[src/sv/scpd_pkg.sv]
// Shared types and constants for the byte-serial packet deframer.
// No dependencies; imported by the deframer top level, the state machine, the checker and the bench.

package scpd_pkg;

	localparam logic [7:0] HEADER_RESET = 8'd170;

	// result kind codes
	localparam logic [1:0] KIND_LEN  = 2'd0;
	localparam logic [1:0] KIND_DATA = 2'd1;
	localparam logic [1:0] KIND_END  = 2'd2;

	typedef enum logic [4:0] {
		PH_HUNT = 5'b00001,
		PH_ID   = 5'b00010,
		PH_LEN  = 5'b00100,
		PH_DATA = 5'b01000,
		PH_CSUM = 5'b10000
	} phase_t;

	typedef struct packed {
		logic [1:0] kind;
		logic [7:0] payload_byte;
		logic [7:0] byte_index;
		logic [7:0] sender_id;
		logic       checksum_ok;
		logic       last;
	} result_t;

	// what the framing logic hands to the result register for one byte
	typedef struct packed {
		logic    emit;
		result_t res;
	} step_out_t;

endpackage

[src/sv/scpd_rx_if.sv]
// Receive byte channel: valid/ready handshake carrying one received byte.
// No dependencies.

interface scpd_rx_if;
	logic       valid;
	logic       ready;
	logic [7:0] rx_byte;

	modport source (output valid, output rx_byte, input ready);
	modport sink (input valid, input rx_byte, output ready);
endinterface

[src/sv/scpd_res_if.sv]
// Result channel: valid/ready handshake carrying one deframer result.
// No dependencies.

interface scpd_res_if;
	logic       valid;
	logic       ready;
	logic [1:0] kind;
	logic [7:0] payload_byte;
	logic [7:0] byte_index;
	logic [7:0] sender_id;
	logic       checksum_ok;
	logic       last;

	modport source (output valid, output kind, output payload_byte, output byte_index,
		output sender_id, output checksum_ok, output last, input ready);
	modport sink (input valid, input kind, input payload_byte, input byte_index,
		input sender_id, input checksum_ok, input last, output ready);
endinterface

[src/sv/sum_checksum_packet_deframer.sv]
// Top level of the byte-serial packet deframer with 8-bit additive checksum.
// Depends on scpd_pkg, scpd_rx_if, scpd_res_if and scpd_fsm.
//
// Received bytes enter on rx, one per transfer, and may arrive in every cycle.
// Each byte is captured in an input register; from there the framing
// state machine consumes it and any result it yields lands in the result
// register on res. Sustained rate is one byte per cycle; the only thing that
// slows it is res.ready low while a result is held, which stalls the input
// register and drops rx.ready. Header, ID and dropped hunt bytes
// that yield no result never wait on res. The header byte register (reset
// 0xAA) is written through cfg_we/cfg_wdata and should only be changed while
// no byte is in flight; a write mid-packet takes effect at the next header hunt.

module sum_checksum_packet_deframer (
	input  logic        clk,
	input  logic        arst_n,
	input  logic        cfg_we,
	input  logic [7:0]  cfg_wdata,
	scpd_rx_if.sink     rx,
	scpd_res_if.source  res
);
	import scpd_pkg::*;

	logic [7:0] header_q;
	logic       valid_s1;
	logic [7:0] byte_s1;
	logic       res_valid_q;
	result_t    res_q;
	step_out_t  fsm_o;
	logic       advance;

	always_ff @(posedge clk or negedge arst_n) begin
		if (!arst_n)
			header_q <= HEADER_RESET;
		else if (cfg_we)
			header_q <= cfg_wdata;
	end

	// the held byte moves on unless it yields a result and res is still full
	assign advance  = valid_s1 && (!fsm_o.emit || !res_valid_q || res.ready);
	assign rx.ready = !valid_s1 || advance;

	always_ff @(posedge clk or negedge arst_n) begin
		if (!arst_n)
			valid_s1 <= 1'b0;
		else if (rx.ready)
			valid_s1 <= rx.valid;
	end

	always_ff @(posedge clk) begin
		if (rx.valid && rx.ready)
			byte_s1 <= rx.rx_byte;
	end

	scpd_fsm u_fsm (
		.clk          (clk),
		.arst_n       (arst_n),
		.step         (advance),
		.rx_byte      (byte_s1),
		.header_value (header_q),
		.o            (fsm_o)
	);

	always_ff @(posedge clk or negedge arst_n) begin
		if (!arst_n)
			res_valid_q <= 1'b0;
		else if (advance && fsm_o.emit)
			res_valid_q <= 1'b1;
		else if (res.ready)
			res_valid_q <= 1'b0;
	end

	always_ff @(posedge clk) begin
		if (advance && fsm_o.emit)
			res_q <= fsm_o.res;
	end

	assign res.valid        = res_valid_q;
	assign res.kind         = res_q.kind;
	assign res.payload_byte = res_q.payload_byte;
	assign res.byte_index   = res_q.byte_index;
	assign res.sender_id    = res_q.sender_id;
	assign res.checksum_ok  = res_q.checksum_ok;
	assign res.last         = res_q.last;

endmodule

[src/sv/scpd_fsm.sv]
// Framing state machine: header hunt, ID, length, data and checksum phases.
// Depends on scpd_pkg. One byte is consumed on each cycle with step high.

module scpd_fsm (
	input  logic                 clk,
	input  logic                 arst_n,
	input  logic                 step,
	input  logic [7:0]           rx_byte,
	input  logic [7:0]           header_value,
	output scpd_pkg::step_out_t  o
);
	import scpd_pkg::*;

	phase_t     phase_q, phase_d;
	logic [7:0] packet_id_q, packet_id_d;
	logic [7:0] bytes_left_q, bytes_left_d;
	logic [7:0] data_pos_q, data_pos_d;
	logic [7:0] sum_q, sum_d;
	logic [7:0] left_dec;

	assign left_dec = bytes_left_q - 8'd1;

	always_comb begin
		phase_d      = phase_q;
		packet_id_d  = packet_id_q;
		bytes_left_d = bytes_left_q;
		data_pos_d   = data_pos_q;
		sum_d        = sum_q;
		o            = '0;
		o.res.sender_id = packet_id_q;
		unique case (phase_q)
			PH_ID: begin
				packet_id_d = rx_byte;
				sum_d       = rx_byte;
				phase_d     = PH_LEN;
			end
			PH_LEN: begin
				sum_d              = sum_q + rx_byte;
				bytes_left_d       = rx_byte;
				data_pos_d         = 8'd0;
				phase_d            = (rx_byte == 8'd0) ? PH_CSUM : PH_DATA;
				o.emit             = 1'b1;
				o.res.kind         = KIND_LEN;
				o.res.payload_byte = rx_byte;
			end
			PH_DATA: begin
				sum_d              = sum_q + rx_byte;
				data_pos_d         = data_pos_q + 8'd1;
				bytes_left_d       = left_dec;
				if (left_dec == 8'd0)
					phase_d = PH_CSUM;
				o.emit             = 1'b1;
				o.res.kind         = KIND_DATA;
				o.res.payload_byte = rx_byte;
				o.res.byte_index   = data_pos_q;
			end
			PH_CSUM: begin
				phase_d           = PH_HUNT;
				o.emit            = 1'b1;
				o.res.kind        = KIND_END;
				o.res.checksum_ok = (rx_byte == sum_q);
				o.res.last        = 1'b1;
			end
			default: begin
				// hunting: anything but the header byte is dropped
				phase_d = (rx_byte == header_value) ? PH_ID : PH_HUNT;
			end
		endcase
	end

	always_ff @(posedge clk or negedge arst_n) begin
		if (!arst_n) begin
			phase_q      <= PH_HUNT;
			packet_id_q  <= 8'd0;
			bytes_left_q <= 8'd0;
			data_pos_q   <= 8'd0;
			sum_q        <= 8'd0;
		end else if (step) begin
			phase_q      <= phase_d;
			packet_id_q  <= packet_id_d;
			bytes_left_q <= bytes_left_d;
			data_pos_q   <= data_pos_d;
			sum_q        <= sum_d;
		end
	end

endmodule

[src/flat_wrapper.sv]
// flat-port wrapper written by rule: the top's interface ports become plain ports
module sum_checksum_packet_deframer_flat import scpd_pkg::*;
  (clk, arst_n, cfg_we, cfg_wdata, rx_valid, rx_rx_byte, rx_ready, res_valid, res_kind, res_payload_byte, res_byte_index, res_sender_id, res_checksum_ok, res_last, res_ready);
  scpd_rx_if rx_i ();
  scpd_res_if res_i ();
  input  logic clk;
  input  logic arst_n;
  input  logic cfg_we;
  input  logic [7:0] cfg_wdata;
  input wire logic [$bits(rx_i.valid)-1:0] rx_valid;
  input wire logic [$bits(rx_i.rx_byte)-1:0] rx_rx_byte;
  output wire logic [$bits(rx_i.ready)-1:0] rx_ready;
  output wire logic [$bits(res_i.valid)-1:0] res_valid;
  output wire logic [$bits(res_i.kind)-1:0] res_kind;
  output wire logic [$bits(res_i.payload_byte)-1:0] res_payload_byte;
  output wire logic [$bits(res_i.byte_index)-1:0] res_byte_index;
  output wire logic [$bits(res_i.sender_id)-1:0] res_sender_id;
  output wire logic [$bits(res_i.checksum_ok)-1:0] res_checksum_ok;
  output wire logic [$bits(res_i.last)-1:0] res_last;
  input wire logic [$bits(res_i.ready)-1:0] res_ready;
  assign rx_i.valid = rx_valid;
  assign rx_i.rx_byte = rx_rx_byte;
  assign rx_ready = rx_i.ready;
  assign res_valid = res_i.valid;
  assign res_kind = res_i.kind;
  assign res_payload_byte = res_i.payload_byte;
  assign res_byte_index = res_i.byte_index;
  assign res_sender_id = res_i.sender_id;
  assign res_checksum_ok = res_i.checksum_ok;
  assign res_last = res_i.last;
  assign res_i.ready = res_ready;
  sum_checksum_packet_deframer u_core (.clk(clk), .arst_n(arst_n), .cfg_we(cfg_we), .cfg_wdata(cfg_wdata), .rx(rx_i), .res(res_i));
endmodule
[config.mk]
export PLATFORM = sky130hd
export DESIGN_NAME = sum_checksum_packet_deframer_flat
export DESIGN_NICKNAME = d
export VERILOG_FILES = /design/src/sv/scpd_pkg.sv /design/src/sv/scpd_rx_if.sv /design/src/sv/scpd_res_if.sv /design/src/sv/sum_checksum_packet_deframer.sv /design/src/sv/scpd_fsm.sv /design/src/flat_wrapper.sv
export SDC_FILE = /design/constraint.sdc
export NUM_CORES = 1
export LEC_CHECK = 0
export ABC_CLOCK_PERIOD_IN_PS = 6800
export CAP_MARGIN = 20
export CORE_ASPECT_RATIO = 1.5
export CORE_MARGIN = 5
export CORE_UTILIZATION = 60
export CTS_BUF_LIST = sky130_fd_sc_hd__clkbuf_8
export CTS_CLUSTER_DIAMETER = 50
export DETAILED_ROUTE_END_ITERATION = 10
export DONT_BUFFER_PORTS = 1
export PLACE_DENSITY = 0.82
export SYNTH_ARGS = -nofsm -noshare
export SYNTH_HDL_FRONTEND = slang
export SYNTH_SLANG_ARGS = --single-unit
[constraint.sdc]
create_clock -name clk -period 6.8 [get_ports clk]
set_input_delay 1.36 -clock clk [delete_from_list [all_inputs] [get_ports clk]]
set_output_delay 1.36 -clock clk [all_outputs]
set_load 0.01 [all_outputs]
==> flow_metrics.env, run 1 <==
export IMPL_post_cts_buffers=0
export IMPL_crit_buf_inv=0
export IMPL_cp_required_ns=5.44
export IMPL_core_area_mm2=0.00658
export IMPL_synthArstFlopShare_pct=56.6
export IMPL_p_leak_uw=0.00170
export IMPL_p_total_uw=902
export IMPL_syn_inst=353
export IMPL_drv_cap=0
export IMPL_max_freq_ghz=0.314
export IMPL_switching_share_pct=23.8
export IMPL_end_kind="primary output"
export IMPL_nets=381
export IMPL_cp_slowest_cell="nor2b_1"
export IMPL_clk_latency_ns=0.36
export IMPL_arrival_ns=1.83
export IMPL_fp_dieW_um=77.3
export IMPL_p_int_uw=688
export IMPL_drc_errors=0
export IMPL_pwr_share_seq_pct=60.8
export IMPL_gp_congestion=0.927
export IMPL_grt_pass1_vias=2697
export IMPL_initial_utilization_pct=62.0
export IMPL_clock_path_buffers=2
export IMPL_post_route_period_util_pct=46.9
export IMPL_slew_headroom_pct=38.8
export IMPL_avgViaCountPerCell=6.34
export IMPL_crit_type="primary input to primary output"
export IMPL_ir_drop_uv=154
export IMPL_port_buffers=0
export IMPL_run_status="finished, final reports clean"
export IMPL_antenna_found_initial=0
export IMPL_hold_viol=0
export IMPL_drt_iter0_drc=204
export IMPL_num_rows=36
export IMPL_cts_clk_slew_worst_paths_ns=0.08
export IMPL_dp_hpwl_um=5300
export IMPL_synthFlopType="dfrtp_1"
export IMPL_worst_hold_path_type="flop to flop"
export IMPL_synth_edff_count=36
export IMPL_synth_seq_cells=83
export IMPL_p_comb_share_pct=4.2
export IMPL_layout_drive_gt1_share_pct=14.4
export IMPL_synth_area_mm2=0.00408
export IMPL_area_growth_syn_to_layout_pct=4.45
export IMPL_maxSlewViolCount=0
export IMPL_grt_pass1_wl_um=13000
export IMPL_grtUsageTotal_pct=19.1
export IMPL_p_sw_uw=214
export IMPL_routed_via_count=2725
export IMPL_cts_root_buffer="clkbuf_8"
export IMPL_clkSinkCount=83
export IMPL_tightest_slew_ns=0.918
export IMPL_cts_tree="yes"
export IMPL_max_stage_delay_ns=0.27
export IMPL_ys_warn_count=0
export IMPL_wl_per_cell_um=18.2
export IMPL_finalSetupViolations=0
export IMPL_die_y_um=111
export IMPL_die_area_mm2=0.00858
export IMPL_synth_fp_nets=385
export IMPL_globalRouteOverflowTotal=0
export IMPL_cts_hold_buf=0
export IMPL_ant_nets=0
export IMPL_post_cts_resized=0
export IMPL_yosysTopAreaCell="edfxtp_1"
export IMPL_wl_um=7820
export IMPL_fill_cells=497
export IMPL_startpoint_type="primary input"
export IMPL_crit_fanout=3
export IMPL_ioPinCount=51
export IMPL_htree_levels=3
export IMPL_ys_types=56
export IMPL_fin_setup_tns_ns=0
export IMPL_rsz0062_at_grt="no"
export IMPL_finClkSkew_ns=0.00718
export IMPL_syn_mean_instance_area_um2=11.6
export IMPL_worstPathCellList="nor2b_1, nand2b_1"
export IMPL_grt_max_degree=48
export IMPL_yosysTopAreaCellShare_pct=26.5
export IMPL_seq_area_frac_synth_pct=55.5
export IMPL_cpLargestDelayFamily="simple AND/OR/NAND/NOR gates"
export IMPL_p_per_area_mw_per_mm2=212
export IMPL_firstDrtPassIters=6
export IMPL_clockPowerShare_pct=35.0
export IMPL_insertedDiodeCount=0
export IMPL_synthTopCellsByArea="edfxtp_1 (26%), dfrtp_1 (26%), o21ai_0 (3.6%), dfstp_2 (3.2%), ha_1 (3.1%)"
export IMPL_cts_made_buffers=9
export IMPL_layout_min_cycle_time_ns=3.19
## synth_stat cells, types with 2 or more instances
| cell | instances |
|---|---|
| o21ai_0 | 29 |
| edfxtp_1 | 36 |
| nand2_1 | 26 |
| nor2_1 | 28 |
| o31ai_1 | 4 |
| buf_6 | 4 |
| and3_1 | 5 |
| a211oi_1 | 4 |
| nor3_1 | 9 |
| or3_4 | 2 |
| mux2i_1 | 3 |
| buf_2 | 2 |
| xnor2_1 | 11 |
| and2_1 | 17 |
| buf_4 | 2 |
| dfrtp_1 | 42 |
| a21oi_1 | 17 |
| o221ai_1 | 2 |
| or2_1 | 2 |
| ha_1 | 10 |
| nor4_1 | 4 |
| a31oi_1 | 3 |
| nand4_1 | 3 |
| inv_1 | 9 |
| mux2_4 | 8 |
| nand3_1 | 6 |
| clkbuf_1 | 8 |
| o22a_1 | 3 |
| dfstp_2 | 5 |
| a21o_1 | 3 |
| mux2_2 | 10 |
| xor2_1 | 6 |
| nor2b_1 | 3 |
| nand2b_1 | 5 |
## metal layers
layer	up-vias	track usage (%)	wire length, um
li1	1262	-	-
met1	1317	22.8	3090
met2	115	31.2	4040
met3	31	4.88	424
met4	0	10.1	274
met5	-	0	0
## power by group through the flow
stage	registers [uW]	logic (uW)	clock network, uW
6_report	549	37.6	316
3_3_place_gp	558	35.7	0
3_5_place_dp	559	37.0	0
5_1_grt	550	42.7	345
2_1_floorplan	551	35.0	0
4_1_cts	548	37.6	323
## logic make-up after synthesis
kind of cell               share of synthesized area (%)
AOI/OAI and AO/OA                                   12.5
adders and majority gates                           3.56
xor gates and xnor gates                            4.32
and+or+nand+nor                                     14.1
buffers and inverters                               3.62
DFF                                                 55.5
muxes                                               6.44
## worst paths after layout
check,cells past startpoint,slack (ns),endpoint,startpoint
setup reg to reg,6,3.94,u_core.u_fsm.packet_id_q[4]$_DFFE_PN0P_,u_core.u_fsm.phase_q[2]$_DFFE_PN0P_
min in group asynchronous,0,0.68,u_core.u_fsm.sum_q[1]$_DFFE_PN0P_,arst_n
hold / removal,0,0.46,u_core.res.sender_id[7]$_DFFE_PP_,u_core.u_fsm.packet_id_q[7]$_DFFE_PN0P_
hold reg to reg,0,0.46,u_core.res.sender_id[7]$_DFFE_PP_,u_core.u_fsm.packet_id_q[7]$_DFFE_PN0P_
setup / recovery,2,3.61,rx_ready,res_ready
max in group asynchronous,0,5.93,u_core.u_fsm.phase_q[0]$_DFFE_PN1P_,arst_n
## placed cells by master (no fill, tap or decap), types with 5 or more instances in the layout
cell type / netlist / layout
a21oi_1: 17 / 17
xnor2_1: 11 / 11
xor2_1: 6 / 6
inv_1: 9 / 9
mux2_2: 10 / 10
and3_1: 5 / 5
mux2_4: 8 / 8
nand3_1: 6 / 6
nor3_1: 9 / 9
and2_1: 17 / 17
o21ai_0: 29 / 29
ha_1: 10 / 10
nand2b_1: 5 / 5
nand2_1: 26 / 26
dfrtp_1: 42 / 42
dfstp_2: 5 / 5
edfxtp_1: 36 / 36
nor2_1: 28 / 27
clkbuf_8: 0 / 9
## metrics by stage
step           area, um2  utilization (%)  hold WS (ns)  setup slack, ns  cells
2_1_floorplan       4080                -         0.425             3.76    353
3_5_place_dp        4090             62.2         0.443             3.53    414
3_3_place_gp        4090             62.2         0.444             3.66    414
4_1_cts             4260             64.8         0.464             3.59    430
5_1_grt             4260             64.8         0.477             3.58    430
6_report            4260             64.8         0.461             3.61    430
## sequential cells by signal, indices dropped and copies added (netlist names)
register and count:
u_core.byte_s1 8, u_core.header_q 8, u_core.res.byte_index 8, u_core.res.payload_byte 8
u_core.res.sender_id 8, u_core.u_fsm.bytes_left_q 8, u_core.u_fsm.data_pos_q 8, u_core.u_fsm.packet_id_q 8
u_core.u_fsm.sum_q 8, u_core.u_fsm.phase_q 5, u_core.res.kind 2, u_core.res.checksum_ok 1
u_core.res.last 1, u_core.res.valid 1, u_core.valid_s1 1
## area by class of cell
class	count	area [um2]	share of cell area (%)
Tap cell	76	95.1	2.23
Clock inverter	7	50.0	1.17
Clock buffer	9	124	2.91
Sequential cell	83	2260	53.1
Inverter	10	42.5	0.998
Multi-Input combinational cell	243	1670	39.2
Timing Repair Buffer	2	15.0	0.352
Power figures use the tool's default switching activity.
==> run 2: changes to the inputs <==
ABC_CLOCK_PERIOD_IN_PS = 3100   (was 6800)
clock period = 3.1 ns   (was 6.8 ns; I/O delays follow)
==> run 2 against run 1 <==
  * Sequential power grew 120%
  * Utilization grew 1.1 points
  * Critical path type is now flop to flop
  * Combinational power grew to 2.5 times the previous value
  * Cell area rose by 1.7%
  * Clock skew up 0.0028 ns
  * Clock power is 150% higher
  * Routed wire length increased by 0.24%
  * Flip-flop and latch count stayed put
  * Highest routed layer unchanged
  * Power up 130%
  * Clock-buffer cell count is the same
  * Largest cell class unchanged
  * Via count is 1.8% lower
  * Global-route usage is 0.11 points higher
==> flow_metrics.env, run 2 (synthesized netlist as in run 1, its figures left out) <==
export IMPL_run_status="finished, final reports clean"
export IMPL_place_ws_ns=0.560
export IMPL_setup_ws_ns=0.533
export IMPL_fin_setup_tns_ns=0
export IMPL_globalRouteOverflowTotal=0
export IMPL_end_kind="flop"
export IMPL_port_buffers=0
export IMPL_cts_made_buffers=9
export IMPL_arrival_ns=2.81
export IMPL_die_area_mm2=0.00858
export IMPL_nets=386
export IMPL_max_stage_delay_ns=0.44
export IMPL_hold_slack_ns=0.0800
export IMPL_fin_util_pct=65.9
export IMPL_max_freq_ghz=0.390
export IMPL_tightest_slew_ns=0.625
export IMPL_clk_latency_ns=0.36
export IMPL_grt_pass1_wl_um=13000
export IMPL_grt_max_degree=43
export IMPL_layout_common_cells="dfrtp_1 (42), edfxtp_1 (36), o21ai_0 (29), nor2_1 (27), nand2_1 (26)"
export IMPL_drc_errors=0
export IMPL_cts_clk_slew_worst_paths_ns=0.09
export IMPL_clkSinkCount=83
export IMPL_crit_type="flop to flop"
export IMPL_layout_drive_gt1_share_pct=15.3
export IMPL_rsz0062_at_grt="no"
export IMPL_post_cts_buffers=0
export IMPL_worst_hold_path_type="primary input to asynchronous set/reset pin"
export IMPL_drt_iter0_drc=201
export IMPL_ant_nets=0
export IMPL_worstPathCellList="or3_1, or3_4, xnor2_4, a21o_4, or2_1, mux2_4"
export IMPL_antenna_found_initial=0
export IMPL_wl_per_cell_um=18.0
export IMPL_slew_headroom_pct=58.3
export IMPL_crit_fanout=9
export IMPL_cts_tree="yes"
export IMPL_cp_slowest_cell="dfrtp_1"
export IMPL_grtUsageTotal_pct=19.2
export IMPL_cp_required_ns=3.34
export IMPL_initial_utilization_pct=62.0
export IMPL_fp_dieW_um=77.3
export IMPL_finClkSkew_ns=0.00997
export IMPL_r2r_end="u_core.u_fsm.packet_id_q[4]$_DFFE_PN0P_"
export IMPL_r2r_start="u_core.u_fsm.bytes_left_q[0]$_DFFE_PN0P_"
export IMPL_ioPinCount=51
export IMPL_ff2ff_path_depth=6
export IMPL_dp_hpwl_um=5440
export IMPL_maxSlewViolCount=0
export IMPL_clock_path_buffers=2
export IMPL_routed_via_count=2676
export IMPL_die_y_um=111
export IMPL_core_area_mm2=0.00658
export IMPL_drv_cap=0
export IMPL_design_area_mm2=0.00434
export IMPL_startpoint_type="flop"
export IMPL_final_common_cell="dfrtp_1"
export IMPL_area_growth_syn_to_layout_pct=6.26
export IMPL_rrSetupSlack_ns=0.53
export IMPL_ir_drop_uv=434
export IMPL_grt_pass1_vias=2628
export IMPL_insertedDiodeCount=0
export IMPL_cts_root_buffer="clkbuf_8"
export IMPL_finalSetupViolations=0
export IMPL_firstDrtPassIters=4
export IMPL_num_rows=36
export IMPL_hold_viol=0
export IMPL_p_per_area_mw_per_mm2=480
export IMPL_place_area_mm2=0.00412
export IMPL_p_leak_uw=0.00174
export IMPL_post_route_period_util_pct=82.8
export IMPL_layout_min_cycle_time_ns=2.57
export IMPL_avgViaCountPerCell=6.15
export IMPL_htree_levels=3
export IMPL_wl_um=7840
export IMPL_gp_congestion=0.955
run 2: layout make-up:
cell class / count / area (um2)
timing repair buffer: 7 / 65.1
clock buffer: 9 / 124
clock inverter: 7 / 73.8
multi-input combinational: 243 / 1670
sequential: 83 / 2260
inverter: 10 / 42.5
fill: 477 / 2240
tap: 76 / 95.1
run 2: how the worst max path moves through the flow:
stage	slack [ns]	startpoint	depth (start not counted)	end
6_report	0.53	u_core.u_fsm.bytes_left_q[0]$_DFFE_PN0P_	6	u_core.u_fsm.packet_id_q[4]$_DFFE_PN0P_
5_1_grt	0.44	u_core.u_fsm.phase_q[4]$_DFFE_PN0P_	6	u_core.u_fsm.packet_id_q[5]$_DFFE_PN0P_
4_1_cts	0.54	u_core.u_fsm.bytes_left_q[0]$_DFFE_PN0P_	6	u_core.u_fsm.packet_id_q[4]$_DFFE_PN0P_
3_5_place_dp	0.56	u_core.u_fsm.bytes_left_q[0]$_DFFE_PN0P_	6	u_core.u_fsm.packet_id_q[4]$_DFFE_PN0P_
3_3_place_gp	0.63	u_core.u_fsm.bytes_left_q[2]$_DFFE_PN0P_	6	u_core.u_fsm.packet_id_q[1]$_DFFE_PN0P_
2_1_floorplan	0.53	u_core.u_fsm.phase_q[2]$_DFFE_PN0P_	4	u_core.res.byte_index[0]$_SDFFCE_PN0P_
run 2: metrics by stage:
stage | cells | power, uW
CTS | 435 | 2090
global route | 435 | 2160
finish | 435 | 2080
floorplan | 353 | 1280
detailed placement | 418 | 1310
global placement | 418 | 1310
run 2: critical path: cells and delay by family (launching register included):
| kind | cells | cell delay, ns |
|---|---|---|
| AND/OR/NAND/NOR | 3 | 1.24 |
| AO/OA/AOI/OAI | 1 | 0.24 |
| multiplexers | 1 | 0.37 |
| XOR/XNOR | 1 | 0.15 |
| flip-flops | 1 | 0.44 |
run 2: routing by layer:
layer	vias up	GRT usage, %	wire length, um
met4	0	8.03	221
met1	1271	23.9	3100
met2	110	31.7	3990
li1	1277	-	-
met5	-	0	0
met3	18	4.55	531
run 2: repair_timing:
item                                   4_1_cts  5_1_grt
gates resized for setup                      0        0
endpoints found under the hold margin       42        0
hold buffers                                 1        0
run 2: power by group:
group          internal, uW  switching, uW  total [uW]
registers              1170           36.6        1200
clock network           378            402         779
logic                  48.2           47.4        95.7
total                  1590            486        2080
==> run 3: changes to the inputs <==
ABC_CLOCK_PERIOD_IN_PS = 2250   (was 3100)
CORE_UTILIZATION = 59   (was 60)
PLACE_DENSITY = 0.84   (was 0.82)
clock period = 2.25 ns   (was 3.1 ns; I/O delays follow)
==> run 3 against run 2 <==
  * Global-route usage rose by 0.053 points
  * Clock-buffer cell count did not move
  * Fmax grew 16%
  * Hold slack improved by 0.10 ns
  * Cell area increased by 4.2%
  * Utilization rose by 0.48 points
  * Largest power group unchanged
  * Setup slack worse by 0.49 ns
  * Critical endpoint is now u_core.u_fsm.packet_id_q[5]$_DFFE_PN0P_
  * Critical path depth unchanged
  * Flip-flop and latch count stayed put
==> flow_metrics.env, run 3 (synthesized netlist as in run 1, its figures left out) <==
export IMPL_max_freq_ghz=0.453
export IMPL_globalRouteOverflowTotal=0
export IMPL_m1WireLength_um=3120
export IMPL_fp_dieW_um=77.9
export IMPL_cts_made_buffers=9
export IMPL_port_buffers=0
export IMPL_arrival_ns=2.45
export IMPL_maxSlewViolCount=0
export IMPL_crit_type="flop to flop"
export IMPL_top_layer="met4"
export IMPL_finalSetupViolations=0
export IMPL_gp_congestion=0.883
export IMPL_routed_via_count=2748
export IMPL_design_area_mm2=0.00452
export IMPL_grt_pass1_wl_um=13200
export IMPL_core_area_mm2=0.00681
export IMPL_place_area_mm2=0.00427
export IMPL_rrSetupSlack_ns=0.04
export IMPL_insertedDiodeCount=0
export IMPL_fill_cells=487
export IMPL_area_growth_syn_to_layout_pct=10.8
export IMPL_dp_hpwl_um=5710
export IMPL_ant_nets=0
export IMPL_wl_met3_um=359
export IMPL_antenna_found_initial=0
export IMPL_startpoint_type="flop"
export IMPL_cts_tree="yes"
export IMPL_drt_iter0_drc=155
export IMPL_firstDrtPassIters=4
export IMPL_worstPathCellList="or3_4, or3_4, xnor2_4, a21o_4, or2_4, mux2_4"
export IMPL_clock_path_buffers=2
export IMPL_finClkSkew_ns=0.00814
export IMPL_cpLargestDelayFamily="simple AND/OR/NAND/NOR gates"
export IMPL_drv_cap=0
export IMPL_cp_required_ns=2.49
export IMPL_wl_per_cell_um=17.2
export IMPL_htree_levels=3
export IMPL_max_stage_delay_ns=0.39
export IMPL_r2r_start="u_core.u_fsm.bytes_left_q[0]$_DFFE_PN0P_"
export IMPL_cts_root_buffer="clkbuf_8"
export IMPL_post_route_period_util_pct=98.1
export IMPL_avgViaCountPerCell=6.05
export IMPL_clkSinkCount=83
export IMPL_grt_max_degree=48
export IMPL_die_area_mm2=0.00871
export IMPL_p_leak_uw=0.00182
export IMPL_drc_errors=0
export IMPL_ff2ff_path_depth=6
export IMPL_ioPinCount=51
export IMPL_crit_fanout=5
export IMPL_slew_headroom_pct=72.8
export IMPL_hold_start="rx_rx_byte[0]"
export IMPL_nets=404
export IMPL_cts_clk_slew_worst_paths_ns=0.08
export IMPL_hold_viol=0
export IMPL_min_path_cells=0
export IMPL_path_common_cell="or3_4"
export IMPL_rsz0062_at_grt="yes"
export IMPL_die_y_um=112
export IMPL_layout_common_cells="dfrtp_1 (41), edfxtp_1 (36), nor2_1 (27), nand2_1 (26), o21ai_0 (26)"
export IMPL_grt_pass1_vias=2747
export IMPL_end_kind="flop"
export IMPL_ir_drop_uv=496
export IMPL_grtUsageTotal_pct=19.3
export IMPL_r2r_end="u_core.u_fsm.packet_id_q[5]$_DFFE_PN0P_"
export IMPL_post_cts_buffers=0
export IMPL_worst_hold_path_type="primary input to flop"
export IMPL_run_status="finished, final reports clean"
export IMPL_clk_latency_ns=0.36
export IMPL_holdPathEnd="u_core.byte_s1[0]$_DFFE_PP_"
export IMPL_crit_buf_inv=0
export IMPL_fin_util_pct=66.4
export IMPL_initial_utilization_pct=60.0
export IMPL_num_rows=37
export IMPL_wl_um=7800
export IMPL_p_per_area_mw_per_mm2=623
export IMPL_tightest_slew_ns=0.404
export IMPL_layout_min_cycle_time_ns=2.21
export IMPL_cp_slowest_cell="or3_4"
export IMPL_wl_met2_um=3980
export IMPL_final_common_cell="dfrtp_1"
export IMPL_layout_drive_gt1_share_pct=20.7
-- run 3: cell count changes in the layout (fill, tap and decap cells not counted), sizes merged --
cell	previous run	this run
buf	7	23
inv	12	10
dlygate4sd3	0	1
or2	2	3
clkinvlp	0	1
-- run 3: report_power, final --
part	total [uW]	internal, uW	switching, uW
clock network	1000	500	505
logic	178	84.0	94.2
registers	1630	1610	25.6
total	2820	2190	625
-- run 3: per-layer routing --
layer  track usage, %  vias up
met5                0        -
met4             11.6        0
met3             5.99       28
met2             30.7       93
met1             22.5     1313
li1                 -     1314
-- run 3: repair_timing --
action | CTS | global route
pin swaps | 1 | 3
resized for setup | 3 | 10
gates cloned | 0 | 1
hold endpoints to repair | 47 | 0
hold buffers | 2 | 0
endpoints found under the setup margin | 9 | 13
-- run 3: area by class of cell --
class / count / area (um2) / share of cell area [%]
Timing Repair Buffer: 24 / 228 / 5.04
Clock inverter: 6 / 60.1 / 1.33
Multi-Input combinational cell: 244 / 1700 / 37.7
Sequential cell: 83 / 2260 / 50.1
Clock buffer: 9 / 124 / 2.74
Inverter: 10 / 42.5 / 0.941
Tap cell: 78 / 97.6 / 2.16
-- run 3: metrics by stage --
step	TNS [ns]	worst slack [ns]	std cells	hold WS, ns	power, uW
after floorplan	-0.535	-0.0669	353	0.154	1770
after global placement	-0.855	-0.107	436	0.156	1810
after detailed placement	-1.13	-0.143	436	0.156	1820
after CTS	0	0.0140	453	0.163	2840
after global routing	-0.00599	-0.00386	454	0.161	2930
final	0	0.0422	454	0.183	2820
-- run 3: how the worst max path moves through the flow --
stage                                             startpoint                                       to  slack, ns  depth (start not counted)
floorplan           u_core.u_fsm.bytes_left_q[0]$_DFFE_PN0P_  u_core.u_fsm.packet_id_q[0]$_DFFE_PN0P_      -0.07                          7
global placement    u_core.u_fsm.bytes_left_q[0]$_DFFE_PN0P_  u_core.u_fsm.packet_id_q[2]$_DFFE_PN0P_      -0.11                          6
detailed placement  u_core.u_fsm.bytes_left_q[0]$_DFFE_PN0P_  u_core.u_fsm.packet_id_q[5]$_DFFE_PN0P_      -0.14                          6
CTS                 u_core.u_fsm.bytes_left_q[1]$_DFFE_PN0P_      u_core.u_fsm.phase_q[0]$_DFFE_PN1P_       0.01                          9
global route        u_core.u_fsm.bytes_left_q[0]$_DFFE_PN0P_  u_core.u_fsm.packet_id_q[6]$_DFFE_PN0P_     -0.004                          6
finish              u_core.u_fsm.bytes_left_q[0]$_DFFE_PN0P_  u_core.u_fsm.packet_id_q[5]$_DFFE_PN0P_       0.04                          6
